===== config.mk =====
export PLATFORM = sky130hd
export DESIGN_NAME = ultrasonic_echo_ranger_core
export DESIGN_NICKNAME = d
export VERILOG_FILES = /design/src/rtl/uer_pkg.sv /design/src/rtl/ultrasonic_echo_ranger_core.sv
export VERILOG_INCLUDE_DIRS = /design/src /design/src/rtl
export SDC_FILE = /design/constraint.sdc
export NUM_CORES = 2
export LEC_CHECK = 0
export BUFFER_PORTS_ARGS = -buffer_cell sky130_fd_sc_hd__buf_2
export CAP_MARGIN = 20
export CORE_MARGIN = 1
export CORE_UTILIZATION = 45
export CTS_BUF_LIST = sky130_fd_sc_hd__clkbuf_2 sky130_fd_sc_hd__clkbuf_4 sky130_fd_sc_hd__clkbuf_8
export DETAILED_ROUTE_END_ITERATION = 10
export SYNTH_ARGS = -nofsm -noshare
export SYNTH_HDL_FRONTEND = slang
export SYNTH_SLANG_ARGS = --single-unit

===== constraint.sdc =====
create_clock -name clock -period 6.54 [get_ports clock]
set_clock_uncertainty 0.15 [all_clocks]
set_input_delay 1.308 -clock clock [delete_from_list [all_inputs] [get_ports clock]]
set_output_delay 1.308 -clock clock [all_outputs]
set_load 0.03 [all_outputs]

===== src/rtl/assert_macros.svh =====
// ----------------------------------------------------------------------------
// Assertion macros
// Short forms for the concurrent checks used in the RTL.
// ----------------------------------------------------------------------------
`ifndef ASSERT_MACROS_SVH
`define ASSERT_MACROS_SVH

// Same-cycle implication, disabled during reset.
`define ASSERT_IMPLY(label, clk, rst, ante, cons, msg) \
   label: assert property (@(posedge clk) disable iff (rst) (ante) |-> (cons)) \
      else $error(msg);

// Next-cycle implication, disabled during reset.
`define ASSERT_NEXT(label, clk, rst, ante, cons, msg) \
   label: assert property (@(posedge clk) disable iff (rst) (ante) |=> (cons)) \
      else $error(msg);

`endif


===== src/rtl/uer_pkg.sv =====
// ----------------------------------------------------------------------------
// uer_pkg
// Types, register map and constants of the ultrasonic echo ranger.
// ----------------------------------------------------------------------------
`timescale 1ns / 1ps

package uer_pkg;

   // Register map.
   localparam int unsigned CSR_IDX_W = 3;
   localparam int unsigned CSR_DATA_W = 28;
   localparam logic [CSR_IDX_W-1:0] REG_TRIGGER_TICKS = 3'd0;
   localparam logic [CSR_IDX_W-1:0] REG_HOLDOFF_TICKS = 3'd1;
   localparam logic [CSR_IDX_W-1:0] REG_ECHO_TIMEOUT = 3'd2;
   localparam logic [CSR_IDX_W-1:0] REG_MIN_INTERVAL = 3'd3;
   localparam logic [CSR_IDX_W-1:0] REG_TEMPERATURE = 3'd4;
   localparam logic [CSR_IDX_W-1:0] REG_MIN_DISTANCE = 3'd5;
   localparam logic [CSR_IDX_W-1:0] REG_MAX_DISTANCE = 3'd6;

   // Field widths.
   localparam int unsigned TRIG_W = 10;
   localparam int unsigned HOLD_W = 16;
   localparam int unsigned TICK_W = 20;
   localparam int unsigned EL_W = TICK_W + 1;
   localparam int unsigned TEMP_W = 16;
   localparam int unsigned DIST_W = 28;
   localparam int unsigned BASE_W = 17;
   localparam int unsigned COEF_W = 10;
   localparam int unsigned SPEED_W = 26;
   localparam int unsigned PROD_W = EL_W + SPEED_W;
   localparam int unsigned ROUND_SHIFT = 17;
   localparam int unsigned DRAW_W = PROD_W + 1 - ROUND_SHIFT;
   // Wide enough for any elapsed-since-echo counter width plus one zero bit.
   localparam int unsigned CMP_W = 33;

   // Reset values.
   localparam logic [TRIG_W-1:0] TRIGGER_RESET = 10'd10;
   localparam logic [HOLD_W-1:0] HOLDOFF_RESET = 16'd750;
   localparam logic [TICK_W-1:0] TIMEOUT_RESET = 20'd30000;
   localparam logic [TICK_W-1:0] INTERVAL_RESET = 20'd60000;
   localparam logic signed [TEMP_W-1:0] TEMP_RESET = 16'sd5120;
   localparam logic [DIST_W-1:0] MIN_DIST_RESET = 28'd20000;
   localparam logic [DIST_W-1:0] MAX_DIST_RESET = 28'd4000000;

   // Default model constants.
   localparam int unsigned SOUND_SPEED_BASE = 84813;
   localparam int unsigned SOUND_SPEED_COEF = 155;
   localparam int unsigned TICK_BITS = 20;

   typedef enum logic [1:0] {
      ST_CHECKED = 2'd0,
      ST_RANGE   = 2'd1,
      ST_FAILED  = 2'd2
   } status_type;

   // Per-transaction control bits carried down the pipeline.
   typedef struct packed {
      logic       trigger_out;
      logic       echo_is_input;
      logic       busy;
      logic       done;
      status_type status;
      logic       judge;
   } flags_type;

   // Speed of sound in Q16 m/s, clamped at zero.
   function automatic logic [SPEED_W-1:0] speed_calc(
      input logic [BASE_W-1:0] base,
      input logic [COEF_W-1:0] coef,
      input logic signed [TEMP_W-1:0] temp
   );
      logic signed [SPEED_W+1:0] sum;
      sum = $signed({3'b000, base, 8'h00}) + $signed({1'b0, coef}) * temp;
      if (sum < 0) begin
         return '0;
      end
      return sum[SPEED_W-1:0];
   endfunction

endpackage


===== src/rtl/ultrasonic_echo_ranger_core.sv =====
// ----------------------------------------------------------------------------
// ultrasonic_echo_ranger_core
// Trigger/echo sequencer and distance calculator for an HC-SR04 style sensor.
// ----------------------------------------------------------------------------
// Each request transaction is one 1 us tick carrying the start request and the
// sampled echo level, and each tick yields exactly one response transaction.
// The block takes one tick per clock cycle unless a stalled response output has
// filled the pipeline: the sequencer state is updated at the moment a tick is
// accepted, and the response travels through a three register pipeline
// (sequencer result, speed multiplier, round and range check). The pipeline
// collapses bubbles, so ticks keep being accepted while a finished response
// waits to be taken, until the earlier stages are full. Register
// writes on the csr_ port complete in the cycle they are presented; a write to
// the temperature register recomputes the speed of sound in the same cycle.
// ----------------------------------------------------------------------------
`timescale 1ns / 1ps
`include "assert_macros.svh"

module ultrasonic_echo_ranger_core #(
   parameter int unsigned SoundSpeedBase = uer_pkg::SOUND_SPEED_BASE,
   parameter int unsigned SoundSpeedCoef = uer_pkg::SOUND_SPEED_COEF,
   parameter int unsigned TickBits = uer_pkg::TICK_BITS
) (
   input  logic                             clock,
   input  logic                             reset,
   // Tick input channel.
   input  logic                             req_valid,
   output logic                             req_ready,
   input  logic                             req_start_req,
   input  logic                             req_echo_level,
   // Response channel.
   output logic                             rsp_valid,
   input  logic                             rsp_ready,
   output logic                             rsp_trigger_out,
   output logic                             rsp_echo_is_input,
   output logic                             rsp_busy_res,
   output logic                             rsp_done_res,
   output logic [1:0]                       rsp_status,
   output logic [uer_pkg::DIST_W-1:0]       rsp_distance,
   // Register write channel.
   input  logic                             csr_valid,
   output logic                             csr_ready,
   input  logic [uer_pkg::CSR_IDX_W-1:0]    csr_index,
   input  logic [uer_pkg::CSR_DATA_W-1:0]   csr_wdata
);

   typedef enum logic [2:0] {
      PH_IDLE   = 3'd0,
      PH_TRIG   = 3'd1,
      PH_HOLD   = 3'd2,
      PH_WAITHI = 3'd3,
      PH_PULSE  = 3'd4
   } phase_type;

   localparam logic [uer_pkg::SPEED_W-1:0] SpeedReset = uer_pkg::speed_calc(
      uer_pkg::BASE_W'(SoundSpeedBase), uer_pkg::COEF_W'(SoundSpeedCoef),
      uer_pkg::TEMP_RESET);

   // Configuration registers. Temperature is kept only as the derived speed.
   logic [uer_pkg::TRIG_W-1:0]  trigger_ticks_ff;
   logic [uer_pkg::HOLD_W-1:0]  holdoff_ticks_ff;
   logic [uer_pkg::TICK_W-1:0]  echo_timeout_ff;
   logic [uer_pkg::TICK_W-1:0]  min_interval_ff;
   logic [uer_pkg::SPEED_W-1:0] speed_ff;
   logic [uer_pkg::DIST_W-1:0]  min_distance_ff;
   logic [uer_pkg::DIST_W-1:0]  max_distance_ff;

   // Sequencer state.
   phase_type                   phase_ff, phase_in;
   logic [uer_pkg::TICK_W-1:0]  phase_ticks_ff, phase_ticks_in;
   logic [TickBits-1:0]         since_echo_ff, since_echo_in;

   // Pipeline registers.
   logic                        s1_valid_ff, s2_valid_ff, out_valid_ff;
   uer_pkg::flags_type          s1_flags_ff, s1_flags_in;
   uer_pkg::flags_type          s2_flags_ff;
   logic [uer_pkg::EL_W-1:0]    s1_el_ff, s1_el_in;
   logic [uer_pkg::PROD_W-1:0]  s2_prod_ff, s2_prod_in;
   uer_pkg::flags_type          out_flags_ff, out_flags_in;
   logic [uer_pkg::DIST_W-1:0]  out_dist_ff, out_dist_in;

   logic                        req_fire;
   logic                        out_open, s2_open, s1_open;
   logic [uer_pkg::EL_W-1:0]    elapsed;
   logic                        start_refused;
   logic [uer_pkg::PROD_W:0]    rounded;
   logic [uer_pkg::DRAW_W-1:0]  dist_raw;
   logic                        out_of_range;

   // Bubble-collapsing handshake: a stage loads when it is empty or its
   // contents move on in the same cycle.
   assign out_open  = !out_valid_ff || rsp_ready;
   assign s2_open   = !s2_valid_ff || out_open;
   assign s1_open   = !s1_valid_ff || s2_open;
   assign req_ready = s1_open;
   assign req_fire  = req_valid && req_ready;
   assign csr_ready = 1'b1;

   // A start is refused while too little time has passed since the last echo.
   assign elapsed = {1'b0, phase_ticks_ff} + uer_pkg::EL_W'(1);
   assign start_refused = uer_pkg::CMP_W'(since_echo_ff) < uer_pkg::CMP_W'(min_interval_ff);

   // Sequencer: next state and the control part of this tick's response.
   always_comb begin
      phase_in = phase_ff;
      phase_ticks_in = phase_ticks_ff;
      s1_flags_in = '0;
      s1_flags_in.status = uer_pkg::ST_CHECKED;
      s1_el_in = elapsed;
      case (phase_ff)
         PH_IDLE: begin
            if (req_start_req) begin
               if (start_refused) begin
                  s1_flags_in.done = 1'b1;
                  s1_flags_in.status = uer_pkg::ST_FAILED;
               end else begin
                  phase_in = PH_TRIG;
                  phase_ticks_in = uer_pkg::TICK_W'(1);
                  s1_flags_in.trigger_out = 1'b1;
               end
            end
         end
         PH_TRIG: begin
            if (phase_ticks_ff >= uer_pkg::TICK_W'(trigger_ticks_ff)) begin
               phase_in = PH_HOLD;
               phase_ticks_in = '0;
               s1_flags_in.echo_is_input = 1'b1;
            end else begin
               phase_ticks_in = elapsed[uer_pkg::TICK_W-1:0];
               s1_flags_in.trigger_out = 1'b1;
            end
         end
         PH_HOLD: begin
            s1_flags_in.echo_is_input = 1'b1;
            if (elapsed >= uer_pkg::EL_W'(holdoff_ticks_ff)) begin
               phase_in = PH_WAITHI;
               phase_ticks_in = '0;
            end else begin
               phase_ticks_in = elapsed[uer_pkg::TICK_W-1:0];
            end
         end
         PH_WAITHI: begin
            s1_flags_in.echo_is_input = 1'b1;
            if (req_echo_level) begin
               phase_in = PH_PULSE;
               phase_ticks_in = '0;
            end else if (elapsed > uer_pkg::EL_W'(echo_timeout_ff)) begin
               phase_in = PH_IDLE;
               phase_ticks_in = '0;
               s1_flags_in.done = 1'b1;
               s1_flags_in.status = uer_pkg::ST_FAILED;
            end else begin
               phase_ticks_in = elapsed[uer_pkg::TICK_W-1:0];
            end
         end
         PH_PULSE: begin
            s1_flags_in.echo_is_input = 1'b1;
            if (!req_echo_level) begin
               // Echo ended: the pulse length goes on to the distance stages.
               phase_in = PH_IDLE;
               phase_ticks_in = '0;
               s1_flags_in.done = 1'b1;
               s1_flags_in.judge = 1'b1;
            end else if (elapsed > uer_pkg::EL_W'(echo_timeout_ff)) begin
               phase_in = PH_IDLE;
               phase_ticks_in = '0;
               s1_flags_in.done = 1'b1;
               s1_flags_in.status = uer_pkg::ST_FAILED;
            end else begin
               phase_ticks_in = elapsed[uer_pkg::TICK_W-1:0];
            end
         end
         default: begin
            phase_in = PH_IDLE;
            phase_ticks_in = '0;
         end
      endcase
      s1_flags_in.busy = (phase_in != PH_IDLE);

      // Time since the end of the last completed echo, saturating.
      if (s1_flags_in.judge) begin
         since_echo_in = '0;
      end else if (since_echo_ff != '1) begin
         since_echo_in = since_echo_ff + TickBits'(1);
      end else begin
         since_echo_in = since_echo_ff;
      end
   end

   // Multiplier stage: pulse ticks times speed in Q16 m/s.
   assign s2_prod_in = uer_pkg::PROD_W'(s1_el_ff) * uer_pkg::PROD_W'(speed_ff);

   // Final stage: drop the Q16 fraction and halve with round to nearest, then check the limits.
   assign rounded  = (uer_pkg::PROD_W+1)'(s2_prod_ff) +
                     (uer_pkg::PROD_W+1)'(1 << (uer_pkg::ROUND_SHIFT - 1));
   assign dist_raw = rounded[uer_pkg::PROD_W:uer_pkg::ROUND_SHIFT];
   assign out_of_range = (dist_raw[uer_pkg::DRAW_W-1:uer_pkg::DIST_W] != '0) ||
                         (dist_raw[uer_pkg::DIST_W-1:0] < min_distance_ff) ||
                         (dist_raw[uer_pkg::DIST_W-1:0] > max_distance_ff);

   always_comb begin
      out_flags_in = s2_flags_ff;
      out_dist_in = '0;
      if (s2_flags_ff.judge) begin
         if (out_of_range) begin
            out_flags_in.status = uer_pkg::ST_RANGE;
         end else begin
            out_flags_in.status = uer_pkg::ST_CHECKED;
            out_dist_in = dist_raw[uer_pkg::DIST_W-1:0];
         end
      end
   end

   // Configuration registers.
   always_ff @(posedge clock) begin
      if (reset) begin
         trigger_ticks_ff <= uer_pkg::TRIGGER_RESET;
         holdoff_ticks_ff <= uer_pkg::HOLDOFF_RESET;
         echo_timeout_ff  <= uer_pkg::TIMEOUT_RESET;
         min_interval_ff  <= uer_pkg::INTERVAL_RESET;
         speed_ff         <= SpeedReset;
         min_distance_ff  <= uer_pkg::MIN_DIST_RESET;
         max_distance_ff  <= uer_pkg::MAX_DIST_RESET;
      end else if (csr_valid && csr_ready) begin
         case (csr_index)
            uer_pkg::REG_TRIGGER_TICKS: trigger_ticks_ff <= csr_wdata[uer_pkg::TRIG_W-1:0];
            uer_pkg::REG_HOLDOFF_TICKS: holdoff_ticks_ff <= csr_wdata[uer_pkg::HOLD_W-1:0];
            uer_pkg::REG_ECHO_TIMEOUT:  echo_timeout_ff  <= csr_wdata[uer_pkg::TICK_W-1:0];
            uer_pkg::REG_MIN_INTERVAL:  min_interval_ff  <= csr_wdata[uer_pkg::TICK_W-1:0];
            uer_pkg::REG_TEMPERATURE: begin
               speed_ff <= uer_pkg::speed_calc(uer_pkg::BASE_W'(SoundSpeedBase),
                                               uer_pkg::COEF_W'(SoundSpeedCoef),
                                               $signed(csr_wdata[uer_pkg::TEMP_W-1:0]));
            end
            uer_pkg::REG_MIN_DISTANCE:  min_distance_ff  <= csr_wdata[uer_pkg::DIST_W-1:0];
            uer_pkg::REG_MAX_DISTANCE:  max_distance_ff  <= csr_wdata[uer_pkg::DIST_W-1:0];
            default: begin
            end
         endcase
      end
   end

   // Sequencer state advances once per accepted tick.
   always_ff @(posedge clock) begin
      if (reset) begin
         phase_ff       <= PH_IDLE;
         phase_ticks_ff <= '0;
         since_echo_ff  <= '1;
      end else if (req_fire) begin
         phase_ff       <= phase_in;
         phase_ticks_ff <= phase_ticks_in;
         since_echo_ff  <= since_echo_in;
      end
   end

   // Pipeline valid bits.
   always_ff @(posedge clock) begin
      if (reset) begin
         s1_valid_ff  <= 1'b0;
         s2_valid_ff  <= 1'b0;
         out_valid_ff <= 1'b0;
      end else begin
         if (s1_open) begin
            s1_valid_ff <= req_fire;
         end
         if (s2_open) begin
            s2_valid_ff <= s1_valid_ff;
         end
         if (out_open) begin
            out_valid_ff <= s2_valid_ff;
         end
      end
   end

   // Pipeline payload.
   always_ff @(posedge clock) begin
      if (req_fire) begin
         s1_flags_ff <= s1_flags_in;
         s1_el_ff    <= s1_el_in;
      end
      if (s2_open && s1_valid_ff) begin
         s2_flags_ff <= s1_flags_ff;
         s2_prod_ff  <= s2_prod_in;
      end
      if (out_open && s2_valid_ff) begin
         out_flags_ff <= out_flags_in;
         out_dist_ff  <= out_dist_in;
      end
   end

   assign rsp_valid         = out_valid_ff;
   assign rsp_trigger_out   = out_flags_ff.trigger_out;
   assign rsp_echo_is_input = out_flags_ff.echo_is_input;
   assign rsp_busy_res      = out_flags_ff.busy;
   assign rsp_done_res      = out_flags_ff.done;
   assign rsp_status        = out_flags_ff.status;
   assign rsp_distance      = out_dist_ff;

   // The newest accepted tick sits in the first stage, so its busy bit must
   // agree with the sequencer phase it left behind.
   `ASSERT_IMPLY(a_busy_matches_phase, clock, reset, s1_valid_ff,
                 s1_flags_ff.busy == (phase_ff != PH_IDLE),
                 "busy flag disagrees with sequencer phase")

   // A nonzero distance only comes with a finished, checked reading.
   `ASSERT_IMPLY(a_dist_only_checked, clock, reset, rsp_valid && (rsp_distance != '0),
                 rsp_done_res && (rsp_status == uer_pkg::ST_CHECKED),
                 "distance reported without a checked reading")

   // Trigger and echo input are never active on the same tick.
   `ASSERT_IMPLY(a_trig_echo_exclusive, clock, reset, rsp_valid,
                 !(rsp_trigger_out && rsp_echo_is_input),
                 "trigger driven while echo pin is an input")

   // A refused start finishes at once without starting a reading.
   `ASSERT_NEXT(a_refused_start, clock, reset,
                req_fire && (phase_ff == PH_IDLE) && req_start_req && start_refused,
                s1_flags_ff.done && !s1_flags_ff.busy &&
                (s1_flags_ff.status == uer_pkg::ST_FAILED),
                "refused start did not report failure")

endmodule

After elaboration in Yosys (flattened, before gate mapping)
Index checks and enable logic that the tools add are counted.
{"block": "op_classes", "n_mul": 2, "n_eq_ne": 13, "addsub": 4, "n_reduce_logical": 27, "n_mux": 41, "magnitude_cmp": 7, "bitwise_logic": 1}
{"cell": "$mux 20", "count": 9}
{"cell": "$pmux 20 s5", "count": 1}
{"cell": "$mux 26", "count": 2}
{"cell": "$add 47x17->48 const B", "count": 1}
{"cell": "$mul 21x26->47", "count": 1}
{"cell": "$mux 3", "count": 11}
{"cell": "$gt 28x28->1", "count": 1}
{"cell": "$lt 28x28->1", "count": 1}
{"cell": "$add 26x25->27 const A", "count": 1}
{"cell": "$lt 27x1->1 const B", "count": 1}
{"cell": "$mul 9x16->25 const A", "count": 1}
{"cell": "$add 20x1->21 const B", "count": 1}
{"cell": "$ge 21x16->1", "count": 1}
{"cell": "$gt 21x20->1", "count": 1}
{"cell": "$add 20x1->20 const B", "count": 1}
{"cell": "$ge 20x10->1", "count": 1}
{"cell": "$lt 20x20->1", "count": 1}
{"cell": "$ne 20x20->1 const B", "count": 1}
{"cell": "$reduce_and 2->1", "count": 8}
{"cell": "$pmux 3 s5", "count": 1}
{"cell": "$eq 3x2->1 const B", "count": 4}
{"cell": "$eq 3x3->1 const B", "count": 4}
{"cell": "$mux 1", "count": 12}
{"cell": "$pmux 3 s3", "count": 1}
{"cell": "14 further kinds", "count": 28}
{"block": "totals", "word_cells": 128, "input_bits": 38, "out_inout_bits": 37, "register_bits": 310}

Depth between registers and ports, before layout
{"block": "depth", "ltp_word": 8, "mapped_depth": 25, "ltp_nobuf": 24}

Worst setup path before layout
No wires, ideal clock.
{"block": "synth_timing", "kind": "register -> register", "from": "reg s1_el_ff[6] (netlist bit)", "to": "reg s2_prod_ff[46] (netlist bit) (data pin)", "period_less_slack_ns": 7.090, "setup_ns": 0.260, "path_buffers": 1, "t_arrival_ns": 6.680, "required_time_ns": 6.130, "setup_slack_ns": -0.550, "stages_incl_launch_ff": 22, "path_cell_list": "edfxtp_1 clkbuf_1 nand2_1 fa_1 fa_1 fa_1 fa_1 inv_1 fa_1 fa_1 inv_1 fa_1 inv_1 ha_1 nand4_1 or2_2 nor4_1 a211oi_1 or4_1 a31oi_1 a41oi_1 xnor2_1"}
{"block": "synth_via", "elab_chain_len": 1}
{"element": "start, declared", "line_no": "ultrasonic_echo_ranger_core.sv:77", "rtl": "logic [uer_pkg::EL_W-1:0] s1_el_ff, s1_el_in;"}
{"element": "start signal, assigned", "line_no": "ultrasonic_echo_ranger_core.sv:279", "rtl": "s1_el_ff <= s1_el_in;"}
{"element": "$mul 21x26->47", "line_no": "ultrasonic_echo_ranger_core.sv:191", "rtl": "assign s2_prod_in = uer_pkg::PROD_W'(s1_el_ff) * uer_pkg::PROD_W'(speed_ff);"}
{"element": "via s2_prod_in (one bit)", "line_no": "ultrasonic_echo_ranger_core.sv:78", "rtl": "logic [uer_pkg::PROD_W-1:0] s2_prod_ff, s2_prod_in;"}
{"element": "end signal, assigned", "line_no": "ultrasonic_echo_ranger_core.sv:283", "rtl": "s2_prod_ff <= s2_prod_in;"}
{"element": "end, declared", "line_no": "ultrasonic_echo_ranger_core.sv:78"}
The timed path passes the listed nets, and every way through them passes these cells.
A chain may end at the register's enable or synchronous reset.

Final worst setup path
{"block": "layout_timing", "from": "reg s1_el_ff[5] (netlist bit)", "to": "reg s2_prod_ff[46] (netlist bit) (data pin)"}
Same word-level chain as after synthesis.

==> parameters.txt <==
Parameter                              Value

Pwr
  Peak ir drop on the vdd network    about 0.00063 V
  Clock network power share    0.119
  Standby leakage power    ~19 nW
  Switching pwr    about 7.7 mW
  Fraction of power consumed by sequential logic    0.149
  PwrDens    about 430 nW/µm²
  Combinational share of power    0.731
  Internal power    9.52 mW
  Sw Share    0.447

Setup path
  Reg2Reg Setup Slack    -0.32 ns
  Worst-case reg-to-reg path depth    24
  Library cell contributing the largest single delay on the critical path    fa_2
  Startpoint kind of the worst setup timing path    flop
  Endpoint kind of the worst setup timing path    flop
  CP peak stage delay    between 0.5 and 0.6 ns
  Critical Path Sink    s2_prod_ff[46]$_DFFE_PP_
  Maximum fanout along the worst path    15
  Required time of the critical path    approximately 6.8 ns
  Cell seen most often among critical-path stages    fa_1
  Reg2Reg Capture Point    s2_prod_ff[46]$_DFFE_PP_
  Cell Chain, Critical Path    buf_12, and2_4, fa_1, fa_1, inv_1, fa_1, inv_1, fa_1, inv_2, fa_1, inv_1, fa_1, inv_2, fa_2, inv_2, ha_4, o211ai_1, and2_4, nor4_4, a211oi_4, or4_4, a31oi_4, a41oi_2, xnor2_1
  Worst Path Arrival    approximately 7.1 ns
  Critical path origin    s1_el_ff[5]$_DFFE_PP_
  Worst Setup Path Type    reg2reg
  Launching point of the worst reg2reg path    s1_el_ff[5]$_DFFE_PP_

Floorplan
  Number of placed I/O pins    between 70 and 80
  Placeable core region    roughly 76000 µm²
  Row count    101
  Initial Util    0.457
  Floorplan die width    around 280 µm
  Vert. Die Dim    between 200 and 300 µm
  Floorplan die area    78800 µm²

Min path
  Worst min-delay path startpoint    out_flags_in[4]$_DFFE_PP_
  Hold-critical path depth    0
  Type of the worst min-delay path    reg2reg

Drt
  Antenna-violating nets left    0
  Via-per-instance ratio    5.14
  Via count    roughly 27000
  DRC Markers    0
  Starting DRC count in detailed routing    around 1500
  Routed wire length    about 96000 µm
  First-pass detailed-route iteration total    7
  Post-DR wirelength/cell    around 18 µm

Status
  Failing checks    setup timing
  Result of the run    complete, but fails checks

Place
  Buffers on Ports    73
  Half-perimeter wire length after detailed placement    78000 µm
  Placed Area    just under 40000 µm²
  Final RePlAce weighted congestion    0.887

Timing
  Period Utilization, post-route    1.05
  Max-slew violations    0
  Minimum period implied by the final worst setup slack    approximately 6.9 ns
  RSZ-0062 raised after global routing    yes
  Slew at the pin closest to its max-slew limit    roughly 1.2 ns
  Worst hold slack    ~0.26 ns
  Final critical-path setup slack    -0.323 ns
  Max Fclk    between 0.1 and 0.15 GHz
  Total setup violations reported at the end of the flow    21
  Worst max-slew margin expressed relative to the limit    0.217
  Number of hold violations in the final report    0

Global routing
  Aggregate global-route resource usage    0.250
  Largest net degree at the start of global routing    58
  Wire length of the first global-routing pass    approximately 150000 µm
  Remaining global-route overflow    0
  Number of global-route vias before repair    28100
  Initial antenna violation count    2

CTS
  TritonCTS clock tree    built
  Worst-Skew Late Latency    around 0.66 ns
  Count of H-tree levels built during CTS    2
  Register clock-pin slew on the reported worst setup and hold paths    0.07 ns
  Longest Clk Path Bufs    3
  Total clock sinks    approximately 290
  Clock root cell    clkbuf_8
  CTS buffer count    53

Logic synthesis
  Yosys reg bits    292
  Mean Syn Cell Area    slightly below 9 µm²
  Fraction of synthesized area in multiplexers    0.00125
  Main combinational cell family by area after synthesis    adder cells
  Area share of and/or/nand/nor cells after synthesis    0.178
  Netlist area before placement    around 35000 µm²
  Compound-gate portion of the synthesized area    0.0853
  Post-synth net total    4821
  Fraction of synthesized cell area in xor and xnor cells    0.0258
  Sequential cell area fraction in the yosys report    0.195
  Count of cell types in the netlist    74
  Leading register cell type out of synthesis    dfxtp_1
  Number of flops mapped to enable cells by yosys    98
  Yosys warning count    0
  Share of async-settable or async-resettable flops after synthesis    0
  Adder and majority gate portion of the synthesized area    0.414
  Synth Instances    3927

Layout
  Sequential cell area    around 6800 µm²
  Commonest non-fill, non-tap cell in the layout    inv_1
  Multi-input gate area in the final layout    25200 µm²
  Fill count    7107
  Area of all placed cells without fillers    between 40000 and 50000 µm²
  Leading cell types in the layout, fill and taps excluded    inv_1 (742), nand2_1 (582), fa_1 (490)
  Net count reported at finish    between 5000 and 6000
  Area growth, synth to finish    15.5%
  Share of cells above drive strength 1    0.145

Run
  Max Cap Violations    0
==> cells by family (layout without fill, tap and decap cells) <==
group / after synthesis / count (layout)
muxes: 4 / 4
buffers and inverters: 924 / 1210
DFF: 292 / 292
and+or+nand+nor: 1270 / 1270
xor gates and xnor gates: 103 / 103
AOI/OAI and AO/OA: 476 / 476
adders and majority gates: 857 / 857
other: 1 / 3
==> cell usage after synthesis (all sizes together) (8+ instances only) <==
cell      n  share of area
inv     753          0.081
nand2   584          0.063
fa      502           0.29
ha      354           0.13
and2    290          0.052
a21oi   199          0.030
dfxtp   194           0.11
clkbuf  161          0.017
nor2    110          0.012
edfxtp   98          0.084
o21ai    78          0.011
nand3    72          0.012
xnor2    69          0.017
nor2b    53         0.0095
nand4    48         0.0086
o211ai   42         0.0094
a21o     40         0.0086
xor2     34         0.0085
nor3     27         0.0039
and3     19         0.0034
a211oi   17         0.0038
a31oi    17         0.0030
and4     12         0.0030
o21a     12         0.0026
nand2b   11         0.0020
o31ai    11         0.0024
or2      11         0.0020
buf       9         0.0020
o21bai    9         0.0019
a211o     8         0.0020
nor4      8         0.0014
or3       8         0.0014
==> sequential cells by signal, indices dropped and copies added, names as in the netlist, 2 cells and up <==
register / cells
speed_ff: 26
holdoff_ticks_ff: 16
rsp_status: 2
max_distance_ff: 28
min_interval_ff: 20
trigger_ticks_ff: 10
min_distance_ff: 28
out_flags_in: 5
rsp_distance: 28
phase_ticks_ff: 20
s1_flags_ff: 6
s2_prod_ff: 31
phase_ff: 3
s1_el_ff: 21
since_echo_ff: 20
echo_timeout_ff: 20
==> per-layer routing <==
layer,vias to the layer above,part of all wire,GRT usage
met5,-,0,0
met1,13400,0.43,0.325
li1,12800,-,-
met4,0,0.034,0.0874
met3,150,0.044,0.0282
met2,519,0.49,0.431
==> cell type report <==
cell class	count	share of cell area
clock buffer	79	0.0238
tap	1030	0.0319
timing repair buffer	357	0.0738
sequential	292	0.169
clock inverter	20	0.00691
antenna	2	0.000124
multi-input combinational	2711	0.624
inverter	754	0.0701
==> how the worst min path moves through the flow <==
stage	end	slack [ns]
6_report	rsp_busy_res$_DFFE_PP_	0.26
5_1_grt	rsp_busy_res$_DFFE_PP_	0.28
4_1_cts	rsp_busy_res$_DFFE_PP_	0.27
3_5_place_dp	out_flags_in[0]$_DFFE_PP_	0.26
3_3_place_gp	rsp_busy_res$_DFFE_PP_	0.26
2_1_floorplan	out_flags_in[0]$_DFFE_PP_	0.25
==> power by group through the flow <==
| stage | Clock, mW | Sequential (mW) | Combinational, mW |
|---|---|---|---|
| 4_1_cts | 2.09 | 2.57 | 12.2 |
| 3_5_place_dp | 0 | 2.61 | 11.8 |
| 5_1_grt | 2.18 | 2.59 | 14.0 |
| 6_report | 2.05 | 2.57 | 12.6 |
| 3_3_place_gp | 0 | 2.61 | 11.8 |
| 2_1_floorplan | 0 | 2.53 | 7.43 |
==> critical path: cells and delay by family, from the launching register on <==
kind / cells / cell delay (ns)
adders and majority gates: 8 / 3.72
and+or+nand+nor: 4 / 1.14
AOI/OAI and AO/OA: 4 / 0.54
buffers and inverters: 7 / 0.46
DFF: 1 / 0.41
xor gates and xnor gates: 1 / 0.14
==> stage by stage <==
step / utilization / setup WS [ns] / std cells / total power [mW] / TNS [ns]
2_1_floorplan: - / -0.104 / 3927 / 9.96 / -0.274
3_3_place_gp: 0.506 / -0.370 / 5137 / 14.4 / -6.72
3_5_place_dp: 0.506 / -0.439 / 5137 / 14.4 / -7.78
4_1_cts: 0.525 / -0.381 / 5238 / 16.9 / -5.05
5_1_grt: 0.528 / -0.558 / 5244 / 18.7 / -9.37
6_report: 0.528 / -0.323 / 5245 / 17.2 / -4.29
==> repair_timing <==
item,in CTS,in global routing
gates resized for setup,34,61
endpoints found under the setup margin,28,29
hold buffers,0,0
pin swaps,25,20
buffers inserted,2,3
gates cloned,0,2
(Power assumes the default switching activity.)
